`src/rtl/sha256_byte_stream_hasher_defines.svh`:
```
// assertion macros shared by the sha-256 byte stream hasher rtl
// no dependencies; included by files that carry assertions
`ifndef SHA256_BYTE_STREAM_HASHER_DEFINES_SVH
`define SHA256_BYTE_STREAM_HASHER_DEFINES_SVH

// condition must hold in the same cycle
`define SHA256BSH_ASSERT_NOW(lbl, clk, rst, ante, cons, msg) \
   lbl: assert property (@(posedge clk) disable iff (rst) (ante) |-> (cons)) else $error(msg);

// condition must hold in the cycle after
`define SHA256BSH_ASSERT_NEXT(lbl, clk, rst, ante, cons, msg) \
   lbl: assert property (@(posedge clk) disable iff (rst) (ante) |=> (cons)) else $error(msg);

`endif

```
`src/rtl/sha256bsh_pkg.sv`:
```
// shared types and constants of the sha-256 byte stream hasher
// no dependencies
`default_nettype none

package sha256bsh_pkg;

   typedef logic [31:0] word32_type;

   localparam logic [7:0] PAD_MARK   = 8'h80;
   localparam logic [5:0] LEN_POS    = 6'd56;
   localparam logic [5:0] LAST_POS   = 6'd63;
   localparam logic [5:0] LAST_ROUND = 6'd63;

   localparam word32_type HASH_INIT [8] = '{
      32'h6a09e667, 32'hbb67ae85, 32'h3c6ef372, 32'ha54ff53a,
      32'h510e527f, 32'h9b05688c, 32'h1f83d9ab, 32'h5be0cd19};

   localparam word32_type ROUND_K [64] = '{
      32'h428a2f98, 32'h71374491, 32'hb5c0fbcf, 32'he9b5dba5,
      32'h3956c25b, 32'h59f111f1, 32'h923f82a4, 32'hab1c5ed5,
      32'hd807aa98, 32'h12835b01, 32'h243185be, 32'h550c7dc3,
      32'h72be5d74, 32'h80deb1fe, 32'h9bdc06a7, 32'hc19bf174,
      32'he49b69c1, 32'hefbe4786, 32'h0fc19dc6, 32'h240ca1cc,
      32'h2de92c6f, 32'h4a7484aa, 32'h5cb0a9dc, 32'h76f988da,
      32'h983e5152, 32'ha831c66d, 32'hb00327c8, 32'hbf597fc7,
      32'hc6e00bf3, 32'hd5a79147, 32'h06ca6351, 32'h14292967,
      32'h27b70a85, 32'h2e1b2138, 32'h4d2c6dfc, 32'h53380d13,
      32'h650a7354, 32'h766a0abb, 32'h81c2c92e, 32'h92722c85,
      32'ha2bfe8a1, 32'ha81a664b, 32'hc24b8b70, 32'hc76c51a3,
      32'hd192e819, 32'hd6990624, 32'hf40e3585, 32'h106aa070,
      32'h19a4c116, 32'h1e376c08, 32'h2748774c, 32'h34b0bcb5,
      32'h391c0cb3, 32'h4ed8aa4a, 32'h5b9cca4f, 32'h682e6ff3,
      32'h748f82ee, 32'h78a5636f, 32'h84c87814, 32'h8cc70208,
      32'h90befffa, 32'ha4506ceb, 32'hbef9a3f7, 32'hc67178f2};

   typedef struct packed {
      logic [7:0] data_byte;
      logic       has_byte;
      logic       last;
   } req_word_type;

   typedef struct packed {
      logic [63:0] digest_part;
      logic [1:0]  part_index;
      logic        last_part;
   } rsp_word_type;

   typedef struct packed {
      logic       load;
      logic [7:0] byte_val;
      logic       step;
      logic       expand;
   } sched_ctrl_type;

   typedef struct packed {
      logic init;
      logic step;
      logic add;
      logic clear;
   } core_ctrl_type;

endpackage

`default_nettype wire

```
`src/rtl/sha256bsh_sched.sv`:
```
// block buffer and message schedule: bytes shift in, then words rotate and expand
// depends on sha256bsh_pkg
`default_nettype none

module sha256bsh_sched (
   input  wire logic                         clock,
   input  wire sha256bsh_pkg::sched_ctrl_type ctrl,
   output sha256bsh_pkg::word32_type         w
);
   import sha256bsh_pkg::*;

   word32_type words_ff [16];
   word32_type words_in [16];
   word32_type w_calc;

   function automatic word32_type small_sig0(input word32_type x);
      small_sig0 = {x[6:0], x[31:7]} ^ {x[17:0], x[31:18]} ^ (x >> 3);
   endfunction

   function automatic word32_type small_sig1(input word32_type x);
      small_sig1 = {x[16:0], x[31:17]} ^ {x[18:0], x[31:19]} ^ (x >> 10);
   endfunction

   // taps: word 0 is w[t-16], 1 is w[t-15], 9 is w[t-7], 14 is w[t-2]
   always_comb begin
      w_calc = words_ff[0] + small_sig0(words_ff[1]) + words_ff[9] + small_sig1(words_ff[14]);
      w = ctrl.expand ? w_calc : words_ff[0];
   end

   always_comb begin
      words_in = words_ff;
      if (ctrl.load) begin
         // whole buffer moves up by one byte, big-endian packing falls out
         for (int i = 0; i < 15; i++) begin
            words_in[i] = {words_ff[i][23:0], words_ff[i+1][31:24]};
         end
         words_in[15] = {words_ff[15][23:0], ctrl.byte_val};
      end else if (ctrl.step) begin
         for (int i = 0; i < 15; i++) begin
            words_in[i] = words_ff[i+1];
         end
         words_in[15] = w;
      end
   end

   always_ff @(posedge clock) begin
      words_ff <= words_in;
   end

endmodule

`default_nettype wire

```
`src/rtl/sha256bsh_core.sv`:
```
// compression round unit: working words, one shared round datapath, hash words
// depends on sha256bsh_pkg
`default_nettype none

module sha256bsh_core (
   input  wire logic                        clock,
   input  wire logic                        reset,
   input  wire sha256bsh_pkg::core_ctrl_type ctrl,
   input  wire logic [5:0]                  round_idx,
   input  wire sha256bsh_pkg::word32_type   w,
   output sha256bsh_pkg::word32_type [0:7]  hash
);
   import sha256bsh_pkg::*;

   word32_type hash_ff [8];
   word32_type hash_in [8];
   word32_type work_ff [8];
   word32_type work_in [8];
   word32_type big_s0, big_s1, ch, maj, t1, t2;

   always_comb begin
      big_s1 = {work_ff[4][5:0], work_ff[4][31:6]} ^ {work_ff[4][10:0], work_ff[4][31:11]}
             ^ {work_ff[4][24:0], work_ff[4][31:25]};
      ch     = (work_ff[4] & work_ff[5]) ^ (~work_ff[4] & work_ff[6]);
      t1     = work_ff[7] + big_s1 + ch + ROUND_K[round_idx] + w;
      big_s0 = {work_ff[0][1:0], work_ff[0][31:2]} ^ {work_ff[0][12:0], work_ff[0][31:13]}
             ^ {work_ff[0][21:0], work_ff[0][31:22]};
      maj    = (work_ff[0] & work_ff[1]) ^ (work_ff[0] & work_ff[2]) ^ (work_ff[1] & work_ff[2]);
      t2     = big_s0 + maj;

      work_in = work_ff;
      if (ctrl.init) begin
         work_in = hash_ff;
      end else if (ctrl.step) begin
         work_in[7] = work_ff[6];
         work_in[6] = work_ff[5];
         work_in[5] = work_ff[4];
         work_in[4] = work_ff[3] + t1;
         work_in[3] = work_ff[2];
         work_in[2] = work_ff[1];
         work_in[1] = work_ff[0];
         work_in[0] = t1 + t2;
      end

      hash_in = hash_ff;
      if (ctrl.clear) begin
         hash_in = HASH_INIT;
      end else if (ctrl.add) begin
         for (int i = 0; i < 8; i++) begin
            hash_in[i] = hash_ff[i] + work_ff[i];
         end
      end

      for (int i = 0; i < 8; i++) begin
         hash[i] = hash_ff[i];
      end
   end

   always_ff @(posedge clock) begin
      if (reset) begin
         hash_ff <= HASH_INIT;
      end else begin
         hash_ff <= hash_in;
      end
      work_ff <= work_in;
   end

endmodule

`default_nettype wire

```
`src/rtl/sha256_byte_stream_hasher.sv`:
```
// SHA-256 over a byte stream, one byte per req word (a word may carry no byte, and
// last closes the message). Bytes are taken one per cycle while req_stall is low; the
// 64th byte of a block starts the rounds on the shared round unit, followed by a step
// that folds the result into the hash, and req_stall is high meanwhile. On last the
// padding bytes are fed one per cycle, outside the compressions, through the same block
// buffer (one or two more compressions), then four rsp words of 64 bits follow, most
// significant first, through a one-word output register.
// Depends on sha256bsh_pkg, sha256bsh_sched, sha256bsh_core and the defines header.
`default_nettype none

module sha256_byte_stream_hasher #(
   parameter int unsigned LENGTH_BITS = 64
) (
   input  wire logic                        clock,
   input  wire logic                        reset,
   input  wire logic                        req_valid,
   output logic                             req_stall,
   input  wire sha256bsh_pkg::req_word_type req_word,
   output logic                             rsp_valid,
   input  wire logic                        rsp_stall,
   output sha256bsh_pkg::rsp_word_type      rsp_word
);
   import sha256bsh_pkg::*;
   `include "sha256_byte_stream_hasher_defines.svh"

   localparam int unsigned CNT_W     = LENGTH_BITS - 3;
   localparam logic [1:0]  LAST_PART = 2'd3;

   typedef enum logic [2:0] {S_IDLE, S_PAD, S_ROUND, S_ADD, S_OUT} state_type;
   typedef enum logic [1:0] {PH_MARK, PH_ZERO, PH_LEN} phase_type;

   state_type        state_ff, state_in;
   phase_type        phase_ff, phase_in;
   logic [5:0]       pos_ff, pos_in, pos_plus;
   logic [5:0]       round_ff, round_in;
   logic [1:0]       part_ff, part_in;
   logic             closing_ff, closing_in;
   logic             final_ff, final_in;
   logic [CNT_W-1:0] count_ff, count_in;
   logic             rsp_valid_ff, rsp_valid_in;
   rsp_word_type     rsp_word_ff, rsp_word_in;

   logic             req_take, out_free;
   logic [63:0]      len_bits;
   logic [7:0]       pad_byte;
   sched_ctrl_type   sched_ctrl;
   core_ctrl_type    core_ctrl;
   word32_type       w;
   word32_type [0:7] hash;

   sha256bsh_sched u_sched (
      .clock (clock),
      .ctrl  (sched_ctrl),
      .w     (w)
   );

   sha256bsh_core u_core (
      .clock     (clock),
      .reset     (reset),
      .ctrl      (core_ctrl),
      .round_idx (round_ff),
      .w         (w),
      .hash      (hash)
   );

   assign req_stall = (state_ff != S_IDLE);
   assign req_take  = req_valid && !req_stall;
   assign out_free  = !rsp_valid_ff || !rsp_stall;
   assign rsp_valid = rsp_valid_ff;
   assign rsp_word  = rsp_word_ff;
   assign pos_plus  = pos_ff + 6'd1;
   assign len_bits  = 64'({count_ff, 3'b000});

   always_comb begin
      case (phase_ff)
         PH_MARK: pad_byte = PAD_MARK;
         PH_ZERO: pad_byte = 8'h00;
         PH_LEN:  pad_byte = len_bits[{~pos_ff[2:0], 3'b000} +: 8];
         default: pad_byte = 8'h00;
      endcase

      sched_ctrl.load     = (req_take && req_word.has_byte) || (state_ff == S_PAD);
      sched_ctrl.byte_val = (state_ff == S_PAD) ? pad_byte : req_word.data_byte;
      sched_ctrl.step     = (state_ff == S_ROUND);
      sched_ctrl.expand   = (round_ff[5:4] != 2'b00);

      core_ctrl.init  = sched_ctrl.load && (pos_ff == LAST_POS);
      core_ctrl.step  = (state_ff == S_ROUND);
      core_ctrl.add   = (state_ff == S_ADD);
      core_ctrl.clear = (state_ff == S_OUT) && out_free && (part_ff == LAST_PART);
   end

   always_comb begin
      state_in     = state_ff;
      phase_in     = phase_ff;
      pos_in       = pos_ff;
      round_in     = round_ff;
      part_in      = part_ff;
      closing_in   = closing_ff;
      final_in     = final_ff;
      count_in     = count_ff;
      rsp_valid_in = rsp_valid_ff && rsp_stall;
      rsp_word_in  = rsp_word_ff;

      case (state_ff)
         S_IDLE: begin
            if (req_take) begin
               if (req_word.has_byte) begin
                  count_in = count_ff + CNT_W'(1);
                  pos_in   = pos_plus;
                  if (pos_ff == LAST_POS) begin
                     state_in   = S_ROUND;
                     round_in   = '0;
                     closing_in = req_word.last;
                  end else if (req_word.last) begin
                     state_in   = S_PAD;
                     closing_in = 1'b1;
                  end
               end else if (req_word.last) begin
                  state_in   = S_PAD;
                  closing_in = 1'b1;
               end
            end
         end
         S_PAD: begin
            pos_in = pos_plus;
            if (phase_ff == PH_LEN) begin
               if (pos_ff == LAST_POS) begin
                  final_in = 1'b1;
               end
            end else begin
               phase_in = (pos_plus == LEN_POS) ? PH_LEN : PH_ZERO;
            end
            if (pos_ff == LAST_POS) begin
               state_in = S_ROUND;
               round_in = '0;
            end
         end
         S_ROUND: begin
            round_in = round_ff + 6'd1;
            if (round_ff == LAST_ROUND) begin
               state_in = S_ADD;
            end
         end
         S_ADD: begin
            if (!closing_ff) begin
               state_in = S_IDLE;
            end else if (final_ff) begin
               state_in = S_OUT;
            end else begin
               state_in = S_PAD;
            end
         end
         S_OUT: begin
            if (out_free) begin
               rsp_valid_in            = 1'b1;
               rsp_word_in.digest_part = {hash[{part_ff, 1'b0}], hash[{part_ff, 1'b1}]};
               rsp_word_in.part_index  = part_ff;
               rsp_word_in.last_part   = (part_ff == LAST_PART);
               part_in                 = part_ff + 2'd1;
               if (part_ff == LAST_PART) begin
                  state_in   = S_IDLE;
                  phase_in   = PH_MARK;
                  closing_in = 1'b0;
                  final_in   = 1'b0;
                  count_in   = '0;
               end
            end
         end
         default: begin
            state_in = S_IDLE;
         end
      endcase
   end

   always_ff @(posedge clock) begin
      if (reset) begin
         state_ff     <= S_IDLE;
         phase_ff     <= PH_MARK;
         pos_ff       <= '0;
         round_ff     <= '0;
         part_ff      <= '0;
         closing_ff   <= 1'b0;
         final_ff     <= 1'b0;
         count_ff     <= '0;
         rsp_valid_ff <= 1'b0;
      end else begin
         state_ff     <= state_in;
         phase_ff     <= phase_in;
         pos_ff       <= pos_in;
         round_ff     <= round_in;
         part_ff      <= part_in;
         closing_ff   <= closing_in;
         final_ff     <= final_in;
         count_ff     <= count_in;
         rsp_valid_ff <= rsp_valid_in;
      end
      rsp_word_ff <= rsp_word_in;
   end

   `SHA256BSH_ASSERT_NEXT(a_round_end, clock, reset, (state_ff == S_ROUND && round_ff == LAST_ROUND), (state_ff == S_ADD), "round 63 not followed by hash update")
   `SHA256BSH_ASSERT_NOW(a_len_pos, clock, reset, (state_ff == S_PAD && phase_ff == PH_LEN), (pos_ff[5:3] == 3'b111), "length byte outside last eight block bytes")
   `SHA256BSH_ASSERT_NEXT(a_last_part, clock, reset, (state_ff == S_OUT && out_free && part_ff == LAST_PART), (rsp_valid_ff && rsp_word_ff.last_part && state_ff == S_IDLE), "final digest word not issued")
   `SHA256BSH_ASSERT_NOW(a_final_closing, clock, reset, final_ff, closing_ff, "final block flagged outside message close")

endmodule

`default_nettype wire

```
`config.mk`:
```
export PLATFORM = sky130hd
export DESIGN_NAME = sha256_byte_stream_hasher
export DESIGN_NICKNAME = d
export VERILOG_FILES = /design/src/rtl/sha256bsh_pkg.sv /design/src/rtl/sha256bsh_sched.sv /design/src/rtl/sha256bsh_core.sv /design/src/rtl/sha256_byte_stream_hasher.sv
export VERILOG_INCLUDE_DIRS = /design/src /design/src/rtl
export SDC_FILE = /design/constraint.sdc
export NUM_CORES = 2
export LEC_CHECK = 0
export ABC_CLOCK_PERIOD_IN_PS = 14150
export BUFFER_PORTS_ARGS = -buffer_cell sky130_fd_sc_hd__buf_2
export CORE_ASPECT_RATIO = 0.9
export CORE_MARGIN = 2
export CORE_UTILIZATION = 62
export DETAILED_ROUTE_END_ITERATION = 16
export PLACE_DENSITY = 0.75
export SETUP_SLACK_MARGIN = 0.02
export SLEW_MARGIN = 40
export SYNTH_ARGS = -nofsm -noshare
export SYNTH_HDL_FRONTEND = slang
export SYNTH_HIERARCHICAL = 1
export SYNTH_SLANG_ARGS = --single-unit
```
`constraint.sdc`:
```
create_clock -name clock -period 14.15 [get_ports clock]
set_input_delay 2.83 -clock clock [delete_from_list [all_inputs] [get_ports clock]]
set_output_delay 2.83 -clock clock [all_outputs]
set_load 0.03 [all_outputs]
```
==> Yosys cells after proc, flatten, opt, wreduce, memory -nomap -nowiden <==
Memories as Yosys holds them, arrays and structs flattened.
Cells that the tools add are included.
{ "word_totals": {"word_cells": 194, "out_inout_bits": 69, "n_memories": 1, "inputBits": 14, "romBits": 2048, "register_bits": 1174} }
{ "classes": {"n_lt_le_gt_ge": 3, "eq_ne": 17, "mux": 55, "addsub": 22, "n_reduce_logical": 30, "bitwise_logic": 21, "shift": 1} }
{ "mem_list": {"columns": ["memory", "depth", "width", "rd", "rd_clocked_by_memory_dff", "write_ports", "line", "source"], "rows": [
  ["(name not given)", 64, 32, 1, 0, 0, "sha256bsh_core.sv:25", "t1 = work_ff[7] + big_s1 + ch + ROUND_K[round_idx] + w;"]
]} }
{ "ops": {"columns": ["op", "n"], "rows": [
  ["512-bit two-way mux", 2],
  ["32-bit adder", 18],
  ["256-bit two-way mux", 2],
  ["32-bit bitwise XOR", 9],
  ["61-bit two-way mux", 4],
  ["32-bit two-way mux", 7],
  ["32-bit binary-select mux with 3-bit select", 2],
  ["32-bit bitwise AND", 5],
  ["61-bit one-hot mux with 2 select lines", 1],
  ["64-bit by 7-bit variable part select with 8-bit output", 1],
  ["61-bit by 1-bit adder with 61-bit output, second input constant", 1],
  ["32-bit NOT", 1],
  ["32-bit by 22-bit bitwise XOR with 32-bit output", 1],
  ["32-bit by 29-bit bitwise XOR with 32-bit output", 1],
  ["3-bit two-way mux", 10],
  ["6-bit two-way mux", 5],
  ["6-bit == test, second input constant", 3],
  ["6-bit one-hot mux with 3 select lines", 1],
  ["8-bit one-hot mux with 2 select lines", 1],
  ["3-bit one-hot mux with 5 select lines", 1],
  ["5-bit AND reduction", 3],
  ["6-bit by 1-bit adder with 6-bit output, second input constant", 2],
  ["6-bit one-hot mux with 2 select lines", 1],
  ["2-bit nonzero test", 6],
  ["other kinds (27)", 61]
]} }

==> Longest topological paths before layout <==
{ "logic_depth": {"depth_word": 10, "mapped_depth": 44, "ltp_nobuf": 43} }

==> Modules after synthesis <==
The synthesis kept the hierarchy.
{ "by_module_without_submodules": {"columns": ["module", "cells_per_inst", "seq_area_each_um2", "area_per_inst_um2", "n_inst"], "rows": [
  ["sha256bsh_core", 4808, 12812.3, 43262.7, 1],
  ["sha256bsh_sched", 1721, 15374.7, 26361.5, 1],
  ["sha256_byte_stream_hasher", 708, 3673.5, 8280.4, 1]
]} }

==> Worst setup path after synthesis <==
Ideal clock, no wire load.
{ "synth_timing": {"path_type": "input port to flip-flop", "startpoint": "input req_valid", "endpoint": "register u_sched/words_ff[0] in the netlist's numbering (enable)", "arrival_ns": 10.297, "setup_ns": 0.667, "setup_slack_ns": 3.186, "cell_stages": 5, "n_path_buf": 2, "required_time_ns": 13.483, "cell_sequence": "a21oi_1 -> nor3_1 -> clkbuf_1 -> clkbuf_1 -> or2_2"} }
{ "synth_lines": {"columns": ["element", "line", "source"], "rows": [
  ["start, declared", "sha256_byte_stream_hasher.sv:16", "input wire logic req_valid,"],
  ["end signal, assigned", "sha256bsh_sched.sv:47", "words_ff <= words_in;"],
  ["end, declared", "sha256bsh_sched.sv:12", "word32_type words_ff [16];"]
]} }

==> qor.tcl <==
set qor(status) {completed}
set qor(clk_path_buf_depth) 3
set qor(vias_in_the_first_global_route) 54200
set qor(route.final.wire_length_mm) 238
set qor(clkSlewWorstSetupHoldPaths_ps) 70
set qor(cp_max_fo) 5
set qor(worst_skew_pair.late_latency_ps) 790
set qor(synth_seq_area_share_pct) 40.9
set qor(unrepaired_setup_endpoints_after_global_routing) {no}
set qor(synth_top_cell_area_share_pct) 32.2
set qor(cts_tree) {done}
set qor(max_slew.worst_pin.slew_ps) 935
set qor(synth_edf_count) 835
set qor(port_buffers) 82
set qor(yosysTopAreaCell) {sky130_fd_sc_hd__edfxtp_1}
set qor(timing.critical_path.slowest_stage_cell) {sky130_fd_sc_hd__o21ai_0}
set qor(design.die.area_sq_mm) 0.129
set qor(clock.fmax_mhz) 85.3
set qor(grt_util_all_layers_pct) 36.3
set qor(main_flop_type_after_synthesis) {sky130_fd_sc_hd__edfxtp_1}
set qor(die_h_microns) 340
set qor(share_of_synthesized_flip_flops_with_an_asynchronous_set_or_reset_pct) 0
set qor(setup.worst_path.start_class) {flip-flop}
set qor(placement.setup.worst_slack_ps) 2740
set qor(syn_area_sq_mm) 0.0779
set qor(ant_nets) 0
set qor(area.growth.synth_to_final_pct) 8.10
set qor(syn-num-nets) 7839
set qor(final.hold.worst_slack_ps) 478
set qor(skew_ps) 85.8
set qor(nets) 7772
set qor(place_congestion) 1.00
set qor(globalRoute.totalOverflow) 0
set qor(path_common_cell) {sky130_fd_sc_hd__fa_1}
set qor(antenna_found_initial) 9
set qor(syn_inst) 7237
set qor(period_share_pct) 82.9
set qor(finalSetupTns_ps) 0
set qor(path_type_of_the_worst_setup_path) {flip-flop to flip-flop}
set qor(mean_post_synth_cell_area_sq_um) 10.8
set qor(crit_path_max_incr_delay_ps) 550
set qor(io_pins) 83
set qor(final_hold_viols) 0
set qor(layout.filler_cells) 9520
set qor(worst-endpoint-required_ps) 14640
set qor(final_layout_size_suffix_gt1_share_pct) 17.2
set qor(leakagePower_nw) 31.4
set qor(synth-seq-cells) 1174
set qor(power.density_cell_area_mw_per_mm2) 164
set qor(setup_repair_bufs_after_cts) 0
set qor(detail_route.drc_violations) 0
set qor(synth.top_cells.by_area) {sky130_fd_sc_hd__edfxtp_1, sky130_fd_sc_hd__mux2_2, sky130_fd_sc_hd__dfxtp_1}
set qor(timing.critical_path.arrival_ps) 12210
set qor(drv_cap) 0
set qor(synth_commonest_cells) {sky130_fd_sc_hd__edfxtp_1, sky130_fd_sc_hd__mux2_2, sky130_fd_sc_hd__a21oi_1, sky130_fd_sc_hd__nand2_1, sky130_fd_sc_hd__o21ai_0}
set qor(tritoncts_num_sinks) 1174
set qor(floorplan.initialDensity_pct) 62.4
set qor(setup_violation_total_in_the_final_timing_report) 0
set qor(global_route_wire_length_before_repair_mm) 351
set qor(drv_slew) 0
set qor(detail_route.vias_per_cell) 6.56
set qor(post_cts_resize_count) 0
set qor(fp.dieW_microns) 378
set qor(floorplan.core_area_sq_mm) 0.125
set qor(dp_hpwl_mm) 176
set qor(detailed_routing_iteration_count_for_the_pre_antenna_repair_pass) 6
set qor(worstSetupEndpointType) {flip-flop}
set qor(cts_buffers) 121
set qor(routedWlPerCell_microns) 26.5
set qor(placedCellCount) 8732
set qor(root_buffer) {sky130_fd_sc_hd__clkbuf_16}
set qor(rows) 123
set qor(hold_class) {flip-flop to flip-flop}
set qor(final_cell_count_no_fill) 8964
set qor(dr.first_iter.drc_count) 7942
set qor(layout_setup_ws_ps) 2420
set qor(h-tree-depth) 3
set qor(vias) 58800
set qor(synth_most_common_cell) {sky130_fd_sc_hd__edfxtp_1}
set qor(finalWorstPathRequiredPeriod_ps) 11730
set qor(grt_start_max_net_pins) 162
set qor(final_util_pct) 67.5
set qor(yosysWarningCount) 6
set qor(max-vdd-ir-drop_mv) 0.149
set qor(holdBufCountCts) 0
set qor(max-slew-margin-rel_pct) 37.0
set qor(synth.lib_cells_used.distinct) 119
==> layout by cell type, fill, tap and decap left out, types with 22 or more instances in the layout <==
cell type / synthesis / routed
sky130_fd_sc_hd__edfxtp_1: 835 / 835
sky130_fd_sc_hd__mux2_2: 709 / 709
sky130_fd_sc_hd__a21oi_1: 476 / 473
sky130_fd_sc_hd__nand2_1: 448 / 448
sky130_fd_sc_hd__nor2_1: 418 / 415
sky130_fd_sc_hd__o21ai_0: 424 / 415
sky130_fd_sc_hd__inv_1: 401 / 399
sky130_fd_sc_hd__ha_1: 393 / 393
sky130_fd_sc_hd__xnor2_1: 374 / 374
sky130_fd_sc_hd__dfxtp_1: 339 / 332
sky130_fd_sc_hd__fa_1: 195 / 195
sky130_fd_sc_hd__a21o_1: 187 / 187
sky130_fd_sc_hd__xor2_1: 169 / 169
sky130_fd_sc_hd__mux2i_1: 128 / 128
sky130_fd_sc_hd__clkbuf_16: 0 / 121
sky130_fd_sc_hd__nand3_1: 108 / 108
sky130_fd_sc_hd__nor3_1: 98 / 97
sky130_fd_sc_hd__buf_2: 7 / 82
sky130_fd_sc_hd__mux4_2: 76 / 76
sky130_fd_sc_hd__a211oi_1: 70 / 69
sky130_fd_sc_hd__o31ai_1: 69 / 69
sky130_fd_sc_hd__o21a_1: 68 / 68
sky130_fd_sc_hd__nor2b_1: 65 / 65
sky130_fd_sc_hd__and3_1: 63 / 63
sky130_fd_sc_hd__buf_4: 2 / 63
sky130_fd_sc_hd__nand2b_1: 60 / 60
sky130_fd_sc_hd__nand4_1: 55 / 55
sky130_fd_sc_hd__a31oi_1: 56 / 54
sky130_fd_sc_hd__or3_1: 47 / 47
sky130_fd_sc_hd__o21bai_1: 40 / 40
sky130_fd_sc_hd__or4_1: 35 / 35
sky130_fd_sc_hd__o211ai_1: 35 / 35
sky130_fd_sc_hd__clkbuf_1: 290 / 27
sky130_fd_sc_hd__a211o_1: 25 / 25
sky130_fd_sc_hd__or2_2: 24 / 22
==> sequential cells by signal (all words and copies together) (netlist names) <==
name	flops
u_core/hash	256
rsp_valid	1
count_ff	61
rsp_word	67
final_ff	1
phase_ff	2
round_ff	6
state_ff	3
closing_ff	1
pos_ff	6
part_ff	2
u_sched/words_ff	512
u_core/work_ff	256
==> report_power, final <==
| group | internal, mW | switching [mW] | total [mW] |
|---|---|---|---|
| clock network | 1.97 | 1.47 | 3.44 |
| logic | 2.48 | 3.50 | 5.98 |
| registers | 4.16 | 0.239 | 4.40 |
| total | 8.61 | 5.21 | 13.8 |
==> routing by layer <==
metal	GRT usage, %	routed length (microns)	up-vias
li1	-	-	26500
met1	55.9	105000	28900
met2	50.9	98800	3095
met3	9.22	28200	329
met4	8.47	5780	4
met5	0	24	-
==> worst paths after layout <==
path                                       startpoint             endpoint  slack (ps)  cells after the start
worst min-delay path                         final_ff             final_ff         480                      2
worst max-delay path            u_sched/words_ff[452]  u_core/work_ff[255]        2420                     42
worst min register to register               final_ff             final_ff         480                      2
worst max register to register  u_sched/words_ff[452]  u_core/work_ff[255]        2420                     42
==> through the flow <==
stage / total power, mW / cell area, sq um
final: 13.8 / 84200
after global routing: 14.5 / 84200
after CTS: 13.7 / 84100
after detailed placement: 10.2 / 79800
after global placement: 10.1 / 79700
after floorplan: 8.83 / 77900
==> worst max-delay path, delay by kind of cell, from the launching register on <==
family | cells | cell delay [ps]
multiplexers | 1 | 300
XOR/XNOR | 4 | 750
adder cells (fa/ha/maj) | 10 | 4220
AND/OR/NAND/NOR | 8 | 1910
AO/OA/AOI/OAI | 14 | 3410
flip-flops | 1 | 510
buffers and inverters | 5 | 310
==> cells by family after synthesis <==
| kind of cell | Yosys count | share of synthesized area [%] |
|---|---|---|
| AO/OA/AOI/OAI | 1694 | 13.8 |
| XOR/XNOR | 544 | 6.13 |
| adder cells (fa/ha/maj) | 608 | 11.6 |
| buffers and inverters | 761 | 3.84 |
| flip-flops | 1174 | 40.9 |
| multiplexers | 916 | 14.2 |
| AND/OR/NAND/NOR | 1540 | 9.56 |
==> layout make-up <==
class | count | area [sq um] | area share (%)
Inverter | 404 | 1520 | 1.81
Multi-Input combinational cell | 5302 | 43200 | 51.3
Timing Repair Buffer | 167 | 1260 | 1.49
Clock buffer | 161 | 3310 | 3.93
Sequential cell | 1174 | 31900 | 37.9
Antenna cell | 1 | 2.50 | 0.00297
Tap cell | 1687 | 2110 | 2.51
Clock inverter | 68 | 965 | 1.15
(Power assumes the default switching activity.)
